===== src/utf8a_pkg.sv =====
// ---------------------------------------------------------------------------
// utf8a_pkg
// Types, constants and mapping functions of the UTF-8 to ASCII transliterator.
// ---------------------------------------------------------------------------
`default_nettype none

package utf8a_pkg;

	localparam logic [6:0] SUBST_CHAR = 7'h3F;
	localparam logic [6:0] CHAR_SPACE = 7'h20;
	localparam logic [6:0] CHAR_DOT   = 7'h2E;
	localparam logic [6:0] CHAR_DASH  = 7'h2D;
	localparam logic [6:0] CHAR_APOS  = 7'h27;
	localparam logic [6:0] CHAR_QUOTE = 7'h22;
	localparam logic [6:0] CHAR_A     = 7'h41;
	localparam logic [6:0] CHAR_C     = 7'h43;
	localparam logic [6:0] CHAR_E     = 7'h45;
	localparam logic [6:0] CHAR_I     = 7'h49;
	localparam logic [6:0] CHAR_N     = 7'h4E;
	localparam logic [6:0] CHAR_O     = 7'h4F;
	localparam logic [6:0] CHAR_U     = 7'h55;

	typedef struct packed {
		logic [7:0] in_byte;
		logic       end_of_string;
	} in_item_t;

	typedef struct packed {
		logic [6:0] out_char;
		logic       last_char;
	} out_item_t;

	// A complete sequence, or a truncated one at the end of a string.
	// The fourth byte of a four-byte sequence never affects the result.
	typedef struct packed {
		logic [2:0][7:0] bytes;
		logic [2:0]      cnt;
		logic            eos;
	} grp_t;

	// Up to three characters decoded from one group.
	typedef struct packed {
		logic [2:0][6:0] chars;
		logic [1:0]      num;
		logic            eos;
	} res_t;

	function automatic logic [2:0] seq_len(input logic [7:0] c);
		logic [2:0] len;
		if (!c[7]) begin
			len = 3'd1;
		end else if (c[7:5] == 3'b110) begin
			len = 3'd2;
		end else if (c[7:4] == 4'b1110) begin
			len = 3'd3;
		end else if (c[7:3] == 5'b11110) begin
			len = 3'd4;
		end else begin
			len = 3'd1;
		end
		return len;
	endfunction

	function automatic logic [6:0] single_char(input logic [7:0] c);
		return c[7] ? SUBST_CHAR : c[6:0];
	endfunction

	function automatic logic [6:0] map_two(input logic [10:0] cp);
		logic [7:0] base;
		logic [6:0] low;
		logic [6:0] ch;
		base = cp[7:0] & 8'hDF;
		low  = {1'b0, cp[5], 5'b0};
		if (cp == 11'h0A0) begin
			ch = CHAR_SPACE;
		end else if (cp == 11'h0B7) begin
			ch = CHAR_DOT;
		end else if (cp[10:8] != 3'd0 || cp[7:6] != 2'b11) begin
			ch = SUBST_CHAR;
		end else if (base <= 8'hC5) begin
			ch = CHAR_A + low;
		end else if (base == 8'hC7) begin
			ch = CHAR_C + low;
		end else if (base >= 8'hC8 && base <= 8'hCB) begin
			ch = CHAR_E + low;
		end else if (base >= 8'hCC && base <= 8'hCF) begin
			ch = CHAR_I + low;
		end else if (base == 8'hD1) begin
			ch = CHAR_N + low;
		end else if (base >= 8'hD2 && base <= 8'hD6) begin
			ch = CHAR_O + low;
		end else if (base >= 8'hD9 && base <= 8'hDC) begin
			ch = CHAR_U + low;
		end else begin
			ch = SUBST_CHAR;
		end
		return ch;
	endfunction

	function automatic logic [6:0] map_three(input logic [15:0] cp);
		logic [6:0] ch;
		if (cp == 16'h2013 || cp == 16'h2014) begin
			ch = CHAR_DASH;
		end else if (cp == 16'h2018 || cp == 16'h2019) begin
			ch = CHAR_APOS;
		end else if (cp == 16'h201C || cp == 16'h201D) begin
			ch = CHAR_QUOTE;
		end else if (cp == 16'h2026) begin
			ch = CHAR_DOT;
		end else begin
			ch = SUBST_CHAR;
		end
		return ch;
	endfunction

endpackage

`default_nettype wire


===== src/utf8a_gather.sv =====
// ---------------------------------------------------------------------------
// utf8a_gather
// Collects the bytes of a multi-byte sequence and registers each complete
// (or end-of-string truncated) group into the first pipeline stage.
// ---------------------------------------------------------------------------
`default_nettype none

module utf8a_gather
	import utf8a_pkg::*;
(
	input  wire logic     clk,
	input  wire logic     arst_n,
	input  wire logic     src_valid,
	output logic          src_ready,
	input  wire in_item_t src_data,
	input  wire logic     adv,
	output logic          valid_s1,
	output grp_t          grp_s1
);

	logic [2:0][7:0] held_q;
	logic [1:0]      held_cnt_q;
	logic [7:0]      lead;
	logic [2:0]      cnt_next;
	logic            hold;
	logic            accept;
	grp_t            grp_d;

	assign src_ready = !valid_s1 || adv;
	assign accept    = src_valid && src_ready;

	always_comb begin
		lead     = (held_cnt_q == 2'd0) ? src_data.in_byte : held_q[0];
		cnt_next = {1'b0, held_cnt_q} + 3'd1;
		// Keep collecting while the sequence is short, unless the string ends here.
		hold     = (cnt_next < seq_len(lead)) && !src_data.end_of_string;

		grp_d.bytes = held_q;
		case (held_cnt_q)
			2'd0:    grp_d.bytes[0] = src_data.in_byte;
			2'd1:    grp_d.bytes[1] = src_data.in_byte;
			2'd2:    grp_d.bytes[2] = src_data.in_byte;
			default: ;
		endcase
		grp_d.cnt = cnt_next;
		grp_d.eos = src_data.end_of_string;
	end

	always_ff @(posedge clk or negedge arst_n) begin
		if (!arst_n) begin
			held_cnt_q <= 2'd0;
			valid_s1   <= 1'b0;
		end else begin
			if (accept) begin
				held_cnt_q <= hold ? cnt_next[1:0] : 2'd0;
			end
			if (accept && !hold) begin
				valid_s1 <= 1'b1;
			end else if (adv) begin
				valid_s1 <= 1'b0;
			end
		end
	end

	always_ff @(posedge clk) begin
		if (accept && hold) begin
			held_q[held_cnt_q] <= src_data.in_byte;
		end
		if (accept && !hold) begin
			grp_s1 <= grp_d;
		end
	end

endmodule

`default_nettype wire


===== src/utf8a_decode.sv =====
// ---------------------------------------------------------------------------
// utf8a_decode
// Maps one registered group of bytes to one, two or three ASCII characters.
// ---------------------------------------------------------------------------
`default_nettype none

module utf8a_decode
	import utf8a_pkg::*;
(
	input  wire grp_t grp,
	output res_t      res
);

	logic [2:0]  len0;
	logic [10:0] cp2_lead;
	logic [10:0] cp2_tail;
	logic [15:0] cp3;

	always_comb begin
		len0     = seq_len(grp.bytes[0]);
		cp2_lead = {grp.bytes[0][4:0], grp.bytes[1][5:0]};
		cp2_tail = {grp.bytes[1][4:0], grp.bytes[2][5:0]};
		cp3      = {grp.bytes[0][3:0], grp.bytes[1][5:0], grp.bytes[2][5:0]};

		res.chars = {3{SUBST_CHAR}};
		res.num   = 2'd1;
		res.eos   = grp.eos;

		if (grp.cnt >= len0) begin
			case (len0)
				3'd1:    res.chars[0] = single_char(grp.bytes[0]);
				3'd2:    res.chars[0] = map_two(cp2_lead);
				3'd3:    res.chars[0] = map_three(cp3);
				default: res.chars[0] = SUBST_CHAR;
			endcase
		end else begin
			// The string ended inside a sequence: the lead becomes a substitute
			// and the bytes after it are decoded again as a string of their own.
			case (grp.cnt)
				3'd2: begin
					res.num      = 2'd2;
					res.chars[1] = single_char(grp.bytes[1]);
				end
				3'd3: begin
					if (seq_len(grp.bytes[1]) == 3'd2) begin
						res.num      = 2'd2;
						res.chars[1] = map_two(cp2_tail);
					end else begin
						res.num      = 2'd3;
						res.chars[1] = single_char(grp.bytes[1]);
						res.chars[2] = single_char(grp.bytes[2]);
					end
				end
				default: res.num = 2'd1;
			endcase
		end
	end

endmodule

`default_nettype wire


===== src/utf8a_emit.sv =====
// ---------------------------------------------------------------------------
// utf8a_emit
// Result register: loads the decoded characters of one group and hands them
// downstream one per request.
// ---------------------------------------------------------------------------
`default_nettype none

module utf8a_emit
	import utf8a_pkg::*;
(
	input  wire logic clk,
	input  wire logic arst_n,
	input  wire logic valid_s1,
	input  wire res_t res,
	output logic      adv,
	output logic      dst_valid,
	input  wire logic dst_ready,
	output out_item_t dst_data
);

	res_t       res_s2;
	logic       valid_s2;
	logic [1:0] idx_q;
	logic       is_last;
	logic       done;

	assign is_last = (idx_q == res_s2.num - 2'd1);
	assign done    = valid_s2 && dst_ready && is_last;
	assign adv     = valid_s1 && (!valid_s2 || done);

	assign dst_valid          = valid_s2;
	assign dst_data.out_char  = res_s2.chars[idx_q];
	assign dst_data.last_char = res_s2.eos && is_last;

	always_ff @(posedge clk or negedge arst_n) begin
		if (!arst_n) begin
			valid_s2 <= 1'b0;
			idx_q    <= 2'd0;
		end else begin
			if (adv) begin
				valid_s2 <= 1'b1;
				idx_q    <= 2'd0;
			end else if (done) begin
				valid_s2 <= 1'b0;
			end else if (valid_s2 && dst_ready) begin
				idx_q <= idx_q + 2'd1;
			end
		end
	end

	always_ff @(posedge clk) begin
		if (adv) begin
			res_s2 <= res;
		end
	end

endmodule

`default_nettype wire


===== src/utf8_to_ascii_transliterator.sv =====
// ---------------------------------------------------------------------------
// utf8_to_ascii_transliterator
// Converts a UTF-8 byte stream to ASCII characters, folding accented Latin-1
// letters, dashes, quotes and ellipsis to plain ASCII and substituting '?'.
// ---------------------------------------------------------------------------
//
//  Channel | Handshake            | Payload
//  --------+----------------------+-------------------------------------
//  src     | src_valid, src_ready | in_item_t  {in_byte, end_of_string}
//  dst     | dst_valid, dst_ready | out_item_t {out_char, last_char}
//
//  One byte is taken per cycle while the first stage can take it; a completed
//  group is registered in the first stage, decoded, and loaded into the result
//  register once that is free, from where its first character is offered.
//  Lead and middle bytes give no character; like any byte they wait only
//  while the first stage is full and cannot move on.
//  A string that ends inside a sequence gives up to three characters, one per
//  cycle from the result register unless dst stalls; src_ready waits for them.
//  Reset clears the byte count and both valid flags; held bytes are not reset.
//
`default_nettype none

module utf8_to_ascii_transliterator
	import utf8a_pkg::*;
(
	input  wire logic      clk,
	input  wire logic      arst_n,
	input  wire logic      src_valid,
	output logic           src_ready,
	input  wire in_item_t  src_data,
	output logic           dst_valid,
	input  wire logic      dst_ready,
	output out_item_t      dst_data
);

	logic valid_s1;
	grp_t grp_s1;
	res_t res;
	logic adv;

	utf8a_gather u_gather (
		.clk       (clk),
		.arst_n    (arst_n),
		.src_valid (src_valid),
		.src_ready (src_ready),
		.src_data  (src_data),
		.adv       (adv),
		.valid_s1  (valid_s1),
		.grp_s1    (grp_s1)
	);

	utf8a_decode u_decode (
		.grp (grp_s1),
		.res (res)
	);

	utf8a_emit u_emit (
		.clk       (clk),
		.arst_n    (arst_n),
		.valid_s1  (valid_s1),
		.res       (res),
		.adv       (adv),
		.dst_valid (dst_valid),
		.dst_ready (dst_ready),
		.dst_data  (dst_data)
	);

endmodule

`default_nettype wire


===== config.mk =====
export PLATFORM = sky130hd
export DESIGN_NAME = utf8_to_ascii_transliterator
export DESIGN_NICKNAME = d
export VERILOG_FILES = /design/src/utf8a_pkg.sv /design/src/utf8a_gather.sv /design/src/utf8a_decode.sv /design/src/utf8a_emit.sv /design/src/utf8_to_ascii_transliterator.sv
export SDC_FILE = /design/constraint.sdc
export NUM_CORES = 1
export LEC_CHECK = 0
export ABC_AREA = 1
export BUFFER_PORTS_ARGS = -buffer_cell sky130_fd_sc_hd__buf_2
export CAP_MARGIN = 20
export CORE_ASPECT_RATIO = 1.2
export CORE_UTILIZATION = 50
export CTS_BUF_LIST = sky130_fd_sc_hd__clkbuf_4 sky130_fd_sc_hd__clkbuf_8
export DETAILED_ROUTE_END_ITERATION = 16
export PLACE_DENSITY = 0.64
export SLEW_MARGIN = 10
export SYNTH_ARGS = -nofsm -noshare
export SYNTH_HDL_FRONTEND = slang
export SYNTH_SLANG_ARGS = --single-unit
export TNS_END_PERCENT = 5

===== constraint.sdc =====
create_clock -name clk -period 3.5 [get_ports clk]
set_clock_uncertainty 0.05 [all_clocks]
set_input_delay 1.05 -clock clk [delete_from_list [all_inputs] [get_ports clk]]
set_output_delay 1.05 -clock clk [all_outputs]
set_load 0.01 [all_outputs]

==> results of run 1 <==
power by group through the flow:
| stage | Sequential [W] | Combinational, W | Clock (W) |
|---|---|---|---|
| finish | 0.00161 | 0.00144 | 0.000757 |
| global route | 0.00165 | 0.00165 | 0.000798 |
| CTS | 0.00161 | 0.00144 | 0.000758 |
| detailed placement | 0.00164 | 0.00143 | 0 |
| global placement | 0.00163 | 0.00141 | 0 |
| floorplan | 0.00155 | 0.00114 | 0 |
worst max-delay path: stages (launching register included):
cell      delay (ns)
dfrtp_1         0.43
inv_1           0.16
ha_1            0.43
inv_1           0.19
nand2_1         0.09
nand2_1         0.07
nand3b_2        0.22
ha_1            0.30
a21oi_1         0.18
nand3_2         0.16
nor3b_1         0.22
buf_4           0.21
layer usage:
layer | track usage | vias to the layer above | share of wire
met5 | 0 | - | 0
met4 | 0.1124 | 0 | 0.038
met3 | 0.03397 | 22 | 0.040
met2 | 0.3432 | 101 | 0.49
met1 | 0.2583 | 1436 | 0.44
li1 | - | 1624 | -
layout make-up:
| class | instances | area (sq um) | area share |
|---|---|---|---|
| clock buffer | 11 | 138.9 | 0.02858 |
| clock inverter | 5 | 81.33 | 0.01674 |
| inverter | 62 | 232.7 | 0.04789 |
| multi-input combinational | 311 | 1680 | 0.3458 |
| sequential | 82 | 2432 | 0.5005 |
| tap | 117 | 146.4 | 0.03012 |
| timing repair buffer | 27 | 147.6 | 0.03038 |
logic make-up after synthesis:
logic type	after synthesis
buf+inv	70
compound gates	52
mux	14
simple gates	234
flops	82
fa+ha+maj	9
xor+xnor	2
through the flow:
step | area, sq um | setup slack [ns] | power, W
2_1_floorplan | 4389 | 0.3449 | 0.002685
3_3_place_gp | 4639 | 0.4754 | 0.003044
3_5_place_dp | 4639 | 0.4247 | 0.003068
4_1_cts | 4860 | 0.4664 | 0.003811
5_1_grt | 4860 | 0.1504 | 0.004094
6_report | 4860 | 0.4875 | 0.003810
flip-flops by register name, summed over array words and instances (netlist names):
register	cells
u_gather.held_q	24
u_gather.grp_s1	28
u_emit.res_s2	24
u_gather.valid_s1	1
u_emit.dst_valid	1
u_gather.held_cnt_q	2
u_emit.idx_q	2
layout by cell type (no fill, tap or decap), types with 2 or more instances in the layout:
| master | instances |
|---|---|
| o21a_1 | 2 |
| bufinv_16 | 2 |
| inv_1 | 57 |
| nor3b_1 | 3 |
| nand2_2 | 4 |
| o31ai_1 | 9 |
| o21ai_2 | 2 |
| edfxtp_1 | 76 |
| clkbuf_4 | 2 |
| nor3_1 | 11 |
| nand3_2 | 3 |
| nor2_2 | 8 |
| nor3_2 | 2 |
| nor2_1 | 56 |
| buf_4 | 5 |
| nand4_1 | 10 |
| ha_1 | 9 |
| o21ai_0 | 13 |
| inv_2 | 5 |
| nand2_1 | 99 |
| nand3b_1 | 3 |
| a21oi_1 | 18 |
| o21ai_1 | 3 |
| mux2_2 | 14 |
| nand3_1 | 28 |
| dfrtp_1 | 6 |
| buf_2 | 22 |
| clkbuf_8 | 9 |
path summary, 6_finish.rpt:
check / from / to / slack [ns] / depth (start not counted)
hold reg to reg: u_gather.grp_s1[0]$_DFFE_PP_ / u_emit.res_s2[0]$_DFFE_PP_ / 0.39 / 0
setup / recovery: u_gather.held_cnt_q[0]$_DFFE_PN0P_ / u_gather.held_q[22]$_DFFE_PP_ / 0.49 / 11
max in group asynchronous: arst_n / u_gather.valid_s1$_DFFE_PN0P_ / 2.80 / 1
hold / removal: u_gather.grp_s1[0]$_DFFE_PP_ / u_emit.res_s2[0]$_DFFE_PP_ / 0.39 / 0
min in group asynchronous: arst_n / u_emit.dst_valid$_DFFE_PN0P_ / 0.45 / 1
setup reg to reg: u_gather.held_cnt_q[0]$_DFFE_PN0P_ / u_gather.held_q[22]$_DFFE_PP_ / 0.49 / 11
==> results.tsv, run 1 <==
metric	value	unit
routedWlPerCell	14.00	um
cts_root_buffer	clkbuf_8	
drtPass1Iterations	6	
ys_seq_area_frac	0.5542	
ys_warn_count	0	
clk_latency	0.36	ns
synth_area_per_cell	9.480	sq um
synth_fp_nets	485	
arrival	3.03	ns
fill_cells	765	
io-pin-count	23	
hp-class	reg2reg	
synthCells	463	
cts_tree	yes	
final-setup-viol-count	0	
p_per_area	784.0	mW/mm^2
synth_top_area_share	0.5200	
p_comb_frac	0.378	
synthTopCellsByCount	nand2_1, edfxtp_1, inv_1, nor2_1, nand3_1	
fmax	332.0	MHz
antenna_found_initial	0	
grt_pass1_wl	14.35	mm
ctsHoldBuffers	0	
track_usage	0.2082	
num_rows	37	
synth_area_leader_cell	edfxtp_1	
grt_max_degree	29	
end_kind	flip-flop	
post-route-min-period	3.012	ns
seq_power_share	0.423	
initial_core_util	0.5125	
die_w	87.53	um
vias_per_cell	5.176	
status	finished clean	
cts.sinks	82	
synth_cell_type_count	41	
portBuffers	22	
drc	0	
setup_tns	0	ns
synth_xor_area_frac	0.005701	
die-height	104.6	um
ys_ff_latch	82	
gp_congestion	0.9540	
grt_pass1_vias	3044	
finalMaxSlewViolations	0	
async_flop_share	0.07317	
p_int	0.002319	W
ctsResizeCount	0	
diodes	0	
place_inst	599	
fin_hold_ws	0.3902	ns
synthSimpleGateAreaFrac	0.2443	
synth_area	0.004389	sq mm
vdd_drop_max	0.4310	mV
p_leak	1.928	nW
synth_edf_count	76	
synth-compound-area-share	0.07070	
path_class	reg2reg	
cts_buffer_depth	2	
numCtsBuffers	9	
power.switching	0.001491	W
synth_top_family_by_area	simple AND/OR/NAND/NOR gates	
ys.flop_type	edfxtp_1	
cts_setup_buffers	0	
path_clk_slew	0.08	ns
ant_nets	0	
vias	3183	
finalHoldViolations	0	
stdcell_count	615	
final_layout_size_suffix_gt1_frac	0.1767	
final_core_util	0.5674	
power_frac_clock	0.199	
htreeDepth	3	
slew_headroom	0.6326	
worstMarginPinSlew	0.5511	ns
syn_to_final_growth	10.72	%
finalNetCount	515	
synth_mux_area_frac	0.03592	
drt-initial-drc-count	259	
wl	8.612	mm
synth_area_leaders	edfxtp_1, nand2_1, inv_1	
coreArea	0.008564	sq mm
switching_share	0.3912	
finalCritPeriodShare	0.8607	
drv_cap	0	
synthAdderAreaFrac	0.02566	
critical_path_peak_fanout	13	
die_area	0.009159	sq mm
critPathLaunchType	flip-flop	
grt_overflow	0	
cp.required	3.52	ns
rsz0062_at_grt	false	
hpwl	6.654	mm
yosysMostFrequentCell	nand2_1	
Power figures use the tool's default switching activity.
==> inputs of run 2 (changes only) <==
==> constraint.sdc (replaced) <==
create_clock -name clk -period 3.5 [get_ports clk]
set_clock_uncertainty 0.05 [all_clocks]
set_input_delay 0.525 -clock clk [delete_from_list [all_inputs] [get_ports clk]]
set_output_delay 0.525 -clock clk [all_outputs]
set_load 0.01 [all_outputs]
==> run 2 against run 1 <==
Effect of this change: clock power fell by 6.3%; combinational power about the same; final area decreased by 0.10%; hold slack lost 0.078 ns; count of clock-buffer cells in the layout shrank 1; total power decreased by 1.1%; die area unchanged; register-to-register slack about the same; global-route usage shrank 0.20 points; final cell count increased by 0.16%; wire length up 1.1%; sequential share of layout area increased by 0.052 points.
==> results.tsv, run 2 (synthesis gave the netlist of run 1 again) <==
metric	value	unit	change
p_comb_frac	0.384		was 0.378
critical_path_peak_fanout	13		unchanged
fmax	333.4	MHz	was 332.0 MHz
wl	8.704	mm	was 8.612 mm
mostFrequentLayoutCells	nand2_1, edfxtp_1, inv_1		unchanged
die-height	104.6	um	unchanged
p_int	0.002249	W	was 0.002319 W
setup_tns	0	ns	unchanged
htreeDepth	3		unchanged
final_core_util	0.5668		was 0.5674
coreArea	0.008564	sq mm	unchanged
path_clk_slew	0.09	ns	was 0.08 ns
crit_end	u_gather.held_q[11]$_DFFE_PP_		was u_gather.held_q[22]$_DFFE_PP_
finalMaxSlewViolations	0		unchanged
rr_startpoint	u_gather.held_cnt_q[0]$_DFFE_PN0P_		unchanged
num_rows	37		unchanged
top_regs	u_gather.grp_s1 (28), u_emit.res_s2 (24), u_gather.held_q (24)		unchanged
hp-class	in2reg		was reg2reg
portBuffers	22		unchanged
drc	0		unchanged
gp_congestion	0.9478		was 0.9540
ant_nets	0		unchanged
vias	3171		was 3183
clk_latency	0.35	ns	was 0.36 ns
syn_to_final_growth	10.60	%	was 10.72%
cts.sinks	82		unchanged
final_layout_size_suffix_gt1_frac	0.1764		was 0.1767
cts_setup_buffers	0		unchanged
end_kind	flip-flop		unchanged
grt_pass1_vias	3053		was 3044
power.switching	0.001519	W	was 0.001491 W
drt-initial-drc-count	248		was 259
ff2ff_path_depth	11		unchanged
largest_register	u_gather.grp_s1		unchanged
status	finished clean		unchanged
cts_tree	yes		unchanged
vdd_drop_max	0.4006	mV	was 0.4310 mV
cts_root_buffer	clkbuf_8		unchanged
cp.required	3.51	ns	was 3.52 ns
worstMarginPinSlew	0.5559	ns	was 0.5511 ns
ctsResizeCount	0		unchanged
initial_core_util	0.5125		unchanged
power_frac_clock	0.188		was 0.199
cts_buffer_depth	2		unchanged
path_class	reg2reg		unchanged
diodes	0		unchanged
numCtsBuffers	9		unchanged
startpoint	u_gather.held_cnt_q[0]$_DFFE_PN0P_		unchanged
finalNetCount	516		was 515
ctsHoldBuffers	1		was 0
die_area	0.009159	sq mm	unchanged
p_per_area	776.2	mW/mm^2	was 784.0 mW/mm^2
antenna_found_initial	0		unchanged
layout_commonest_cell	nand2_1		unchanged
reg2reg_slack	0.50	ns	was 0.49 ns
switching_share	0.4032		was 0.3912
post-route-min-period	2.999	ns	was 3.012 ns
io-pin-count	23		unchanged
vias_per_cell	5.148		was 5.176
grt_overflow	0		unchanged
grt_max_degree	29		unchanged
drtPass1Iterations	5		was 6
die_w	87.53	um	unchanged
hold_start	src_data[0]		was u_gather.grp_s1[0]$_DFFE_PP_
p_leak	1.920	nW	was 1.928 nW
track_usage	0.2062		was 0.2082
rsz0062_at_grt	false		unchanged
finalCritPeriodShare	0.8570		was 0.8607
slew_headroom	0.6294		was 0.6326
critPathLaunchType	flip-flop		unchanged
final-setup-viol-count	0		unchanged
largest_register_ff_count	28		unchanged
finalHoldViolations	0		unchanged
routedWlPerCell	14.13	um	was 14.00 um
reg2reg_to	u_gather.held_q[11]$_DFFE_PP_		was u_gather.held_q[22]$_DFFE_PP_
grt_pass1_wl	14.21	mm	was 14.35 mm
hpwl	6.683	mm	was 6.654 mm
p_total	0.003768	W	was 0.003810 W
seq_power_share	0.427		was 0.423
arrival	3.01	ns	was 3.03 ns
drv_cap	0		unchanged
==> run 2: metrics by stage <==
stage / instance area [sq um] / std cells / hold WS (ns) / worst slack (ns)
floorplan: 4389 / 463 / 0.1794 / 0.5027
global placement: 4639 / 599 / 0.3133 / 0.6474
detailed placement: 4639 / 599 / 0.3244 / 0.5372
CTS: 4855 / 616 / 0.3046 / 0.5038
global route: 4855 / 616 / 0.2959 / 0.2124
finish: 4855 / 616 / 0.3121 / 0.5007
==> run 2: power groups by stage <==
stage / sequential [W] / clock (W) / combinational (W)
2_1_floorplan: 0.00155 / 0 / 0.00114
3_3_place_gp: 0.00163 / 0 / 0.00142
3_5_place_dp: 0.00163 / 0 / 0.00144
4_1_cts: 0.00161 / 0.000718 / 0.00145
5_1_grt: 0.00164 / 0.000763 / 0.00164
6_report: 0.00161 / 0.000709 / 0.00145
==> run 2: cell type report <==
class | count | area [sq um]
clock inverters | 6 | 73.82
clock buffers | 10 | 131.4
multi-input cells | 311 | 1680
flip-flops and latches | 82 | 2432
well taps | 117 | 146.4
inverters | 62 | 232.7
fillers | 776 | 3710
repair buffers | 28 | 157.7
==> run 2: worst min path at each step <==
stage,slack (ns),cells after the start,end
floorplan,0.18,0,u_emit.dst_valid$_DFFE_PN0P_
global placement,0.31,1,u_gather.held_cnt_q[0]$_DFFE_PN0P_
detailed placement,0.32,1,u_gather.valid_s1$_DFFE_PN0P_
CTS,0.30,1,u_gather.grp_s1[0]$_DFFE_PP_
global route,0.30,1,u_gather.grp_s1[0]$_DFFE_PP_
finish,0.31,1,u_gather.grp_s1[0]$_DFFE_PP_
==> run 2: worst max-delay path, cell delays in order (launching register included) <==
cell,delay [ns]
dfrtp_1,0.44
inv_1,0.14
ha_1,0.43
inv_1,0.16
nand2_1,0.10
nand2_1,0.06
nand3b_2,0.21
ha_1,0.30
a21oi_1,0.19
nand3_2,0.17
nor3b_1,0.25
buf_4,0.21
==> run 2: routing by layer <==
| metal | track usage | vias to the layer above | wire, um |
|---|---|---|---|
| met3 | 0.03870 | 12 | 280 |
| li1 | - | 1638 | - |
| met4 | 0.07260 | 0 | 165 |
| met1 | 0.2585 | 1448 | 3830 |
| met2 | 0.3521 | 73 | 4429 |
| met5 | 0 | - | 0 |
